$ cat config.mk
export PLATFORM = sky130hd
export DESIGN_NAME = fraction_reduce_gcd
export DESIGN_NICKNAME = d
export VERILOG_FILES = /design/src/rtl/frgcd_pkg.sv /design/src/rtl/fraction_reduce_gcd.sv /design/src/rtl/frgcd_dp.sv /design/src/rtl/frgcd_ctrl.sv
export VERILOG_INCLUDE_DIRS = /design/src /design/src/rtl
export SDC_FILE = /design/constraint.sdc
export NUM_CORES = 1
export LEC_CHECK = 0
export BUFFER_PORTS_ARGS = -buffer_cell sky130_fd_sc_hd__clkbuf_2
export CAP_MARGIN = 10
export CORE_MARGIN = 2
export CORE_UTILIZATION = 50
export CTS_BUF_LIST = sky130_fd_sc_hd__clkbuf_8 sky130_fd_sc_hd__clkbuf_16
export DETAILED_ROUTE_END_ITERATION = 8
export PLACE_DENSITY = 0.73
export SETUP_SLACK_MARGIN = 0.5
export SLEW_MARGIN = 20
export SYNTH_ARGS = -nofsm -noshare
export SYNTH_HDL_FRONTEND = slang
export SYNTH_SLANG_ARGS = --single-unit
$ cat constraint.sdc
create_clock -name clk -period 9.04 [get_ports clk]
set_clock_uncertainty 0.1 [all_clocks]
set_input_delay 1.808 -clock clk [delete_from_list [all_inputs] [get_ports clk]]
set_output_delay 1.808 -clock clk [all_outputs]
set_load 0.005 [all_outputs]
$ cat src/rtl/fraction_reduce_gcd_assert.svh
// assertion macros shared by the fraction reducer modules
`ifndef FRACTION_REDUCE_GCD_ASSERT_SVH
`define FRACTION_REDUCE_GCD_ASSERT_SVH

// same-cycle implication, checked outside reset
`define FRGCD_ASSERT_IMP(label, ante, cons) \
  label: assert property (@(posedge clk) disable iff (!rst_n) (ante) |-> (cons)) \
    else $error("frgcd check failed");

// next-cycle implication, checked outside reset
`define FRGCD_ASSERT_NEXT(label, ante, cons) \
  label: assert property (@(posedge clk) disable iff (!rst_n) (ante) |=> (cons)) \
    else $error("frgcd check failed");

`endif

$ cat src/rtl/frgcd_pkg.sv
// shared types for the fraction reducer: controller states, command and status groups
`default_nettype none

package frgcd_pkg;

  typedef enum logic [2:0] {
    ST_IDLE,
    ST_TEST,
    ST_REM,
    ST_QN,
    ST_QD,
    ST_EMIT
  } frgcd_state_t;

  typedef struct packed {
    logic load;
    logic start_rem;
    logic start_qn;
    logic start_qd;
    logic step;
    logic swap;
    logic keep_qn;
    logic emit;
  } frgcd_cmd_t;

  typedef struct packed {
    logic a_zero;
    logic b_zero;
    logic div_done;
    logic out_free;
  } frgcd_sts_t;

endpackage

`default_nettype wire

$ cat src/rtl/fraction_reduce_gcd.sv
// top level of the signed fraction reducer
`default_nettype none

// Reduces a signed fraction by the Euclidean GCD of numerator and denominator,
// with truncating remainder and division, so the GCD and the outputs follow
// the signs of the inputs. Both inputs zero give zero outputs and zero_error.
// One request is handled at a time; a finished result waits in the output
// register while the next request is taken. All division runs on one shared
// restoring divider that retires one quotient bit per cycle: each request runs
// the remainder steps of the Euclid chain and then the two final divisions of
// the numerator and denominator magnitudes by the GCD, with the signs put back
// on the quotients afterwards.
module fraction_reduce_gcd #(
  parameter int VALUE_WIDTH = 32
) (
  input  wire                           clk,
  input  wire                           rst_n,
  input  wire                           in_valid,
  output logic                          in_stall,
  input  wire  signed [VALUE_WIDTH-1:0] in_num_in,
  input  wire  signed [VALUE_WIDTH-1:0] in_den_in,
  output logic                          out_valid,
  input  wire                           out_stall,
  output logic signed [VALUE_WIDTH-1:0] out_num_out,
  output logic signed [VALUE_WIDTH-1:0] out_den_out,
  output logic                          out_zero_error
);
  import frgcd_pkg::*;

  frgcd_cmd_t cmd;
  frgcd_sts_t sts;

  frgcd_ctrl u_ctrl (
    .clk      (clk),
    .rst_n    (rst_n),
    .in_valid (in_valid),
    .in_stall (in_stall),
    .sts      (sts),
    .cmd      (cmd)
  );

  frgcd_dp #(
    .VALUE_WIDTH (VALUE_WIDTH)
  ) u_dp (
    .clk        (clk),
    .rst_n      (rst_n),
    .cmd        (cmd),
    .sts        (sts),
    .num_in     (in_num_in),
    .den_in     (in_den_in),
    .out_valid  (out_valid),
    .out_stall  (out_stall),
    .num_out    (out_num_out),
    .den_out    (out_den_out),
    .zero_error (out_zero_error)
  );

endmodule

`default_nettype wire

$ cat src/rtl/frgcd_dp.sv
// datapath of the fraction reducer: operand registers, shared restoring divider, result register
`default_nettype none

`include "fraction_reduce_gcd_assert.svh"

module frgcd_dp #(
  parameter int VALUE_WIDTH = 32
) (
  input  wire                           clk,
  input  wire                           rst_n,
  input  frgcd_pkg::frgcd_cmd_t         cmd,
  output frgcd_pkg::frgcd_sts_t         sts,
  input  wire  signed [VALUE_WIDTH-1:0] num_in,
  input  wire  signed [VALUE_WIDTH-1:0] den_in,
  output logic                          out_valid,
  input  wire                           out_stall,
  output logic signed [VALUE_WIDTH-1:0] num_out,
  output logic signed [VALUE_WIDTH-1:0] den_out,
  output logic                          zero_error
);
  import frgcd_pkg::*;

  localparam int CntW = $clog2(VALUE_WIDTH + 1);

  logic                   num_neg_r, den_neg_r;
  logic [VALUE_WIDTH-1:0] num_mag_r, den_mag_r;
  logic [VALUE_WIDTH-1:0] a_r, b_r;
  logic                   parity_r;
  logic [VALUE_WIDTH-1:0] rem_r, quo_r, dvs_r;
  logic [CntW-1:0]        cnt_r;
  logic [VALUE_WIDTH-1:0] qn_r;
  logic                   out_valid_r;
  logic [VALUE_WIDTH-1:0] num_out_r, den_out_r;
  logic                   zero_r;

  logic [VALUE_WIDTH-1:0] num_mag, den_mag;
  logic [VALUE_WIDTH:0]   rem_sh, diff;
  logic                   gcd_neg;
  logic [VALUE_WIDTH-1:0] qd_signed;

  // magnitudes fit unsigned even for the most negative pattern
  assign num_mag = num_in[VALUE_WIDTH-1] ? (-num_in) : num_in;
  assign den_mag = den_in[VALUE_WIDTH-1] ? (-den_in) : den_in;

  // one restoring step: shift in next dividend bit, try subtract
  assign rem_sh = {rem_r, quo_r[VALUE_WIDTH-1]};
  assign diff   = rem_sh - {1'b0, dvs_r};

  // odd chain positions carry the denominator's sign
  assign gcd_neg   = parity_r ? den_neg_r : num_neg_r;
  assign qd_signed = (den_neg_r ^ gcd_neg) ? (-quo_r) : quo_r;

  always_ff @(posedge clk) begin
    if (cmd.load) begin
      num_neg_r <= num_in[VALUE_WIDTH-1];
      den_neg_r <= den_in[VALUE_WIDTH-1];
      num_mag_r <= num_mag;
      den_mag_r <= den_mag;
      a_r       <= num_mag;
      b_r       <= den_mag;
      parity_r  <= 1'b0;
    end else if (cmd.swap) begin
      a_r      <= b_r;
      b_r      <= rem_r;
      parity_r <= ~parity_r;
    end

    if (cmd.start_rem || cmd.start_qn || cmd.start_qd) begin
      rem_r <= '0;
      if (cmd.start_rem) begin
        quo_r <= a_r;
        dvs_r <= b_r;
      end else if (cmd.start_qn) begin
        quo_r <= num_mag_r;
        dvs_r <= a_r;
      end else begin
        quo_r <= den_mag_r;
        dvs_r <= a_r;
      end
    end else if (cmd.step) begin
      if (!diff[VALUE_WIDTH]) begin
        rem_r <= diff[VALUE_WIDTH-1:0];
      end else begin
        rem_r <= rem_sh[VALUE_WIDTH-1:0];
      end
      quo_r <= {quo_r[VALUE_WIDTH-2:0], ~diff[VALUE_WIDTH]};
    end

    if (cmd.keep_qn) begin
      qn_r <= (num_neg_r ^ gcd_neg) ? (-quo_r) : quo_r;
    end

    if (cmd.emit) begin
      zero_r <= (a_r == '0);
      if (a_r == '0) begin
        num_out_r <= '0;
        den_out_r <= '0;
      end else begin
        num_out_r <= qn_r;
        den_out_r <= qd_signed;
      end
    end
  end

  always_ff @(posedge clk) begin
    if (!rst_n) begin
      cnt_r       <= '0;
      out_valid_r <= 1'b0;
    end else begin
      if (cmd.start_rem || cmd.start_qn || cmd.start_qd) begin
        cnt_r <= CntW'(VALUE_WIDTH);
      end else if (cmd.step) begin
        cnt_r <= cnt_r - CntW'(1);
      end

      if (cmd.emit) begin
        out_valid_r <= 1'b1;
      end else if (!out_stall) begin
        out_valid_r <= 1'b0;
      end
    end
  end

  assign sts.a_zero   = (a_r == '0);
  assign sts.b_zero   = (b_r == '0);
  assign sts.div_done = (cnt_r == '0);
  assign sts.out_free = !out_valid_r || !out_stall;

  assign out_valid  = out_valid_r;
  assign num_out    = num_out_r;
  assign den_out    = den_out_r;
  assign zero_error = zero_r;

  `FRGCD_ASSERT_NEXT(a_emit_shows, cmd.emit, out_valid_r)
  `FRGCD_ASSERT_IMP(a_step_counts, cmd.step, cnt_r != '0)
  `FRGCD_ASSERT_IMP(a_zero_outs, out_valid_r && zero_r, num_out_r == '0 && den_out_r == '0)

endmodule

`default_nettype wire

$ cat src/rtl/frgcd_ctrl.sv
// controller of the fraction reducer: sequences remainder steps and the two final divisions
`default_nettype none

`include "fraction_reduce_gcd_assert.svh"

module frgcd_ctrl (
  input  wire                   clk,
  input  wire                   rst_n,
  input  wire                   in_valid,
  output logic                  in_stall,
  input  frgcd_pkg::frgcd_sts_t sts,
  output frgcd_pkg::frgcd_cmd_t cmd
);
  import frgcd_pkg::*;

  frgcd_state_t state_r, state_nxt;
  logic         in_take;

  assign in_stall = (state_r != ST_IDLE);
  assign in_take  = in_valid && (state_r == ST_IDLE);

  always_ff @(posedge clk) begin
    if (!rst_n) begin
      state_r <= ST_IDLE;
    end else begin
      state_r <= state_nxt;
    end
  end

  always_comb begin
    state_nxt = state_r;
    cmd       = '0;
    case (state_r)
      ST_IDLE: begin
        if (in_valid) begin
          cmd.load  = 1'b1;
          state_nxt = ST_TEST;
        end
      end
      ST_TEST: begin
        if (!sts.b_zero) begin
          cmd.start_rem = 1'b1;
          state_nxt     = ST_REM;
        end else if (sts.a_zero) begin
          state_nxt = ST_EMIT;
        end else begin
          cmd.start_qn = 1'b1;
          state_nxt    = ST_QN;
        end
      end
      ST_REM: begin
        if (!sts.div_done) begin
          cmd.step = 1'b1;
        end else begin
          cmd.swap  = 1'b1;
          state_nxt = ST_TEST;
        end
      end
      ST_QN: begin
        if (!sts.div_done) begin
          cmd.step = 1'b1;
        end else begin
          cmd.keep_qn  = 1'b1;
          cmd.start_qd = 1'b1;
          state_nxt    = ST_QD;
        end
      end
      ST_QD: begin
        if (!sts.div_done) begin
          cmd.step = 1'b1;
        end else begin
          state_nxt = ST_EMIT;
        end
      end
      ST_EMIT: begin
        if (sts.out_free) begin
          cmd.emit  = 1'b1;
          state_nxt = ST_IDLE;
        end
      end
      default: begin
        state_nxt = ST_IDLE;
      end
    endcase
  end

  `FRGCD_ASSERT_NEXT(a_take_tests, in_take, state_r == ST_TEST)
  `FRGCD_ASSERT_IMP(a_emit_free, cmd.emit, sts.out_free)
  `FRGCD_ASSERT_IMP(a_swap_done, cmd.swap || cmd.keep_qn, sts.div_done && !cmd.step)

endmodule

`default_nettype wire
==> flow_summary.yaml, run 1 <==
power_and_ir_drop:
  p_per_area_mw_per_mm2: 315.3
  ir_worst_vdd_mv: 0.1930
  leakagePower_nw: 7.267
worst_setup_path:
  crit_fanout: 5
  start_kind: "primary input"
  crit_end: "u_dp.a_r[29]"
  cp-end-kind: "flop"
  cp_data_required_time_ns: 9.21
  regToRegSetupSlack_ns: 4.91
  r2r_cells: 13
  startpoint: "in_num_in[16]"
  cp.arrival_ns: 4.49
  r2r-start: "u_dp.quo_r[31]"
  crit_type: "in2reg"
  regToRegEndpoint: "u_dp.rem_r[24]"
yosys:
  synthFlopType: "edfxtp_1"
  synthSimpleGateAreaFrac_pct: 14.07
  netlist_instances: 1576
  synth-xor-area-share_pct: 7.105
  synthAdderAreaFrac_pct: 2.781
  synth_nets: 1682
  synth_cell_types: 70
  netlist_area_mm2: 0.01736
  yosysSeqAreaShare_pct: 55.28
  synth.mux.area_fraction_pct: 6.644
  synth_compound_area_share_pct: 11.11
  yosys_warnings: 0
  postSynthAreaPerCell_um2: 11.02
  synth_seq_cells: 334
  synth_top_family_by_area: "simple AND/OR/NAND/NOR gates"
  synth-edff-count: 291
  synthArstFlopShare_pct: 0
route:
  via_count: 12389
  routed_wl_um: 40720
  vias_per_cell: 5.717
  drt_first_pass_iters: 5
  drt_iter0_drc: 1147
  ant_nets: 0
  avgRoutedWirePerCell_um: 18.79
  drcViolationCount: 0
final_layout:
  drive_gt1_share_pct: 18.93
  layout_commonest_cell: "edfxtp_1"
  diodes: 0
  seq_area_mm2: 0.009599
  final_cell_mix: "edfxtp_1, nand2_1, clkbuf_2, a21oi_1, mux2_2"
  nets: 1792
  final_cell_count_no_fill: 2167
  fillers: 2880
  multi_input_area_mm2: 0.007316
  area_delta_synth_final_pct: 12.83
clock_tree:
  clk_path_buf_depth: 3
  clkTransAtPathRegs_ns: 0.07
  cts_max_level: 2
  insertion_delay_ns: 0.53
  cts_tree: "built"
  cts_setup_buffers: 0
  numCtsBuffers: 34
  cts.sinks: 334
  root_buffer: "clkbuf_16"
  ctsResizeCount: 0
  cts_hold_buf: 0
sta:
  final-hold-violation-count: 0
  final_max_slew_viol_count: 0
  setup_slack_ns: 4.716
  worst_slew_pin_slew_ns: 1.051
  period_needed_ns: 4.324
  max_slew_margin_pct: 29.94
  setup_viol: 0
  setup_tns_ns: 0
  rsz0062_at_grt: "false"
  fin_crit_sh_pct: 47.83
  max_freq_mhz: 231.3
outcome:
  status: "finished, final reports clean"
worst_hold_path:
  hp-class: "reg2reg"
  hold_depth: 2
floorplan:
  start_util_pct: 50.52
  rows: 68
  die_h_um: 190.4
  coreArea_mm2: 0.03437
  die_w_um: 190.4
  pin_count: 135
  dieArea_mm2: 0.03624
placement:
  preCtsSetupSlack_ns: 4.287
  place.gp.congestion: 0.9150
  portBuffers: 134
  dp_cells: 2105
  dp_hpwl_um: 28960
grt:
  antenna_found_initial: 1
  grt_first_pass_wirelength_um: 63290
  grt_pass1_vias: 11368
  grt_max_degree: 97
  track_usage_pct: 22.40
  grt_overflow: 0
flow_run:
  maxCapViolations: 0
-- synthesized netlist by cell type (all sizes together), types with 18 or more instances --
cell type  count  area, um2
ha            37      462.9
o311ai        18      157.7
clkbuf        63      236.5
nor2b         41      256.5
nor3          33      191.4
edfxtp       291       8738
nor2          75      281.5
mux2          95       1074
o31ai         26      214.0
xor2          47      411.6
nor4          25      162.6
o21ai         99      495.5
dfxtp         43      860.8
nand2        210      788.3
or3           28      180.2
xnor2         93      822.0
a21oi        121      605.6
nand3         40      200.2
inv           60      225.2
-- sequential cells by signal, indices dropped and copies added, names as in the netlist, 3 cells and up --
register / cells
u_ctrl.state_r: 3
u_dp.a_r: 32
u_dp.b_r: 32
u_dp.cnt_r: 6
u_dp.den_mag_r: 32
u_dp.den_out: 32
u_dp.dvs_r: 32
u_dp.num_mag_r: 32
u_dp.num_out: 32
u_dp.qn_r: 32
u_dp.quo_r: 32
u_dp.rem_r: 32
-- cell type report --
class,count,area share [%]
clock buffer,34,4.343
sequential,334,48.99
clock inverter,28,1.194
timing repair buffer,151,4.074
tap,455,2.906
inverter,60,1.150
multi-input combinational,1105,37.34
-- routing by layer --
metal | part of all wire [%] | track usage (%) | up-vias
met5 | 0 | 0 | -
met4 | 3.5 | 8.706 | 0
met1 | 45 | 32.33 | 5888
li1 | - | - | 5965
met2 | 45 | 34.55 | 460
met3 | 6.4 | 2.889 | 76
-- power breakdown --
part | total (mW) | switching [mW] | internal, mW | leakage (nW)
combinational | 2.04 | 1.27 | 0.770 | 3.63
clock | 1.36 | 0.584 | 0.779 | 0.555
sequential | 2.78 | 0.360 | 2.42 | 3.08
total | 6.18 | 2.21 | 3.97 | 7.27
-- worst max-delay path, cell delays in order --
cell and delay, ns:
clkbuf_2 0.09, or3_1 0.40, nor4_2 0.80, nand4_1 0.27, or3_1 0.41, o31ai_1 0.29
xnor2_1 0.14, mux2_2 0.28
-- worst min path at each step --
stage	start	endpoint	slack, ns
after CTS	u_dp.rem_r[12]	u_dp.rem_r[12]	0.41
after global placement	u_dp.rem_r[12]	u_dp.rem_r[12]	0.38
after floorplan	u_dp.rem_r[3]	u_dp.rem_r[3]	0.36
after global routing	u_dp.rem_r[4]	u_dp.rem_r[4]	0.43
final	u_dp.rem_r[12]	u_dp.rem_r[12]	0.40
after detailed placement	u_dp.rem_r[12]	u_dp.rem_r[12]	0.40
-- through the flow --
stage | power [mW] | cell area (um2) | hold WS [ns] | utilization, %
floorplan | 4.197 | 17360 | 0.3554 | -
global placement | 4.746 | 18510 | 0.3833 | 53.84
detailed placement | 4.811 | 18510 | 0.3964 | 53.84
CTS | 6.188 | 19590 | 0.4059 | 57.00
global route | 6.532 | 19590 | 0.4340 | 57.00
finish | 6.178 | 19590 | 0.4033 | 57.00
-- logic make-up after synthesis --
family,after synthesis
compound gates,319
xor+xnor,140
fa+ha+maj,38
buf+inv,137
flops,334
mux,103
simple gates,505
Note: power is estimated with default switching activity, not from simulation.
==> inputs of run 2 (changes only) <==
- PLACE_DENSITY: 0.73 -> 0.76
- clock period: 9.04 -> 3.65 ns (I/O delays scaled with it)
==> run 2 against run 1 <==
  * Worst hold slack lost 0.020 ns
  * Flip-flop and latch count is the same
  * Utilization grew 3.0 points
==> flow_summary.yaml, run 2 (synthesis results as in run 1) <==
outcome:
  status: "finished, final reports clean"
worst_setup_path:
  worstPathCellList: "clkbuf_2, or3_4, nor3_4, nand3_1, or4_4, or4_4, o41ai_2, xnor2_1, mux2_2"
  r2r-start: "u_dp.quo_r[1]"
  r2r_cells: 11
  startpoint: "in_den_in[10]"
  cp_data_required_time_ns: 3.82
  cp.arrival_ns: 3.27
  cp_common_cell: "or4_4"
  crit_slowest_cell: "or4_4"
  crit_end: "u_dp.b_r[29]"
  crit_type: "in2reg"
  crit_fanout: 5
  regToRegSetupSlack_ns: 0.56
  start_kind: "primary input"
  cp-end-kind: "flop"
  regToRegEndpoint: "u_dp.den_out[26]"
  slowest_delay_ns: 0.50
final_layout:
  postLayoutCellArea_mm2: 0.02061
  post-route-util_pct: 59.96
  seq_area_mm2: 0.009602
  area_delta_synth_final_pct: 18.68
  drive_gt1_share_pct: 25.99
  nets: 1850
  final_cell_count_no_fill: 2226
  fillers: 2755
  multi_input_area_mm2: 0.007762
  final_cell_mix: "edfxtp_1, nand2_1, clkbuf_2, a21oi_1, mux2_2"
  layout_commonest_cell: "edfxtp_1"
sta:
  setup_viol: 0
  final_max_slew_viol_count: 0
  period_needed_ns: 3.097
  holdWs_ns: 0.3829
  max_slew_margin_pct: 38.31
  setup_slack_ns: 0.5528
  max_freq_mhz: 322.9
  final-hold-violation-count: 0
  setup_tns_ns: 0
  worst_slew_pin_slew_ns: 0.9254
  fin_crit_sh_pct: 84.86
  rsz0062_at_grt: "true"
clock_tree:
  numCtsBuffers: 34
  root_buffer: "clkbuf_16"
  cts_hold_buf: 0
  cts_max_level: 2
  cts.sinks: 334
  cts_tree: "built"
  clk_path_buf_depth: 3
  insertion_delay_ns: 0.52
  clkTransAtPathRegs_ns: 0.07
route:
  avgRoutedWirePerCell_um: 19.36
  routed_wl_um: 43090
  drt_first_pass_iters: 5
  vias_per_cell: 5.764
  ant_nets: 0
  drt_iter0_drc: 1278
  drcViolationCount: 0
  via_count: 12830
placement:
  preCtsSetupSlack_ns: 0.05929
  place_area_mm2: 0.01883
  place.gp.congestion: 0.9096
  dp_cells: 2130
  dp_hpwl_um: 29650
  portBuffers: 134
power_and_ir_drop:
  ir_worst_vdd_mv: 0.4478
  total_power_mw: 16.09
  p_per_area_mw_per_mm2: 780.6
  leakagePower_nw: 7.665
grt:
  grt_first_pass_wirelength_um: 66500
  grt_overflow: 0
  grt_pass1_vias: 12138
  grt_max_degree: 79
  track_usage_pct: 23.32
  antenna_found_initial: 1
worst_hold_path:
  hold_depth: 1
  hp-class: "in2reg"
floorplan:
  pin_count: 135
  start_util_pct: 50.52
  die_h_um: 190.4
  rows: 68
  dieArea_mm2: 0.03624
  die_w_um: 190.4
  coreArea_mm2: 0.03437
flow_run:
  maxCapViolations: 0
run 2: cell count changes in the layout (fill, tap and decap cells not counted), moves of 5 or more:
cell     delta
inv_2       +8
inv_1      -16
buf_12      +5
o21ai_2     +5
nor4_1      -7
buf_4      +49
ha_4        +9
a21oi_1     -5
nor2_1      -5
ha_1       -12
run 2: worst min-delay path by stage:
stage | start | end | slack [ns]
after detailed placement | u_dp.cnt_r[1] | u_dp.cnt_r[1] | 0.39
after global placement | u_dp.rem_r[3] | u_dp.rem_r[3] | 0.38
after global routing | in_num_in[0] | u_dp.num_mag_r[0] | 0.36
after CTS | in_num_in[0] | u_dp.num_mag_r[0] | 0.37
after floorplan | u_dp.rem_r[3] | u_dp.rem_r[3] | 0.36
final | in_num_in[0] | u_dp.num_mag_r[0] | 0.38
run 2: worst max-delay path: cells and delay by family:
kind,cells,cell delay (ns)
AO/OA/AOI/OAI,1,0.25
XOR/XNOR,1,0.13
buffers and inverters,1,0.10
multiplexers,1,0.26
AND/OR/NAND/NOR,5,1.80
run 2: per-layer routing:
| metal | wire length [um] | up-vias | global-route usage (%) |
|---|---|---|---|
| li1 | - | 6073 | - |
| met2 | 19990 | 553 | 37.50 |
| met5 | 0 | - | 0 |
| met3 | 3158 | 101 | 3.000 |
| met4 | 1624 | 0 | 9.660 |
| met1 | 18320 | 6103 | 32.07 |
run 2: area by class of cell:
type,count,share of cell area (%)
sequential,334,46.59
multi-input combinational,1106,37.67
timing repair buffer,208,6.490
clock buffer,34,4.128
tap,455,2.762
clock inverter,28,1.202
inverter,60,1.147
antenna,1,0.01214
run 2: report_power, final:
group	switching [mW]	total (mW)	internal, mW
clock	1.47	3.41	1.94
combinational	3.46	5.80	2.34
sequential	0.906	6.88	5.97
run 2: what timing repair did:
action,4_1_cts,5_1_grt
gates cloned,3,0
setup endpoints to repair,116,111
resized for setup,31,50
pin swaps,5,19
buffers inserted,9,21
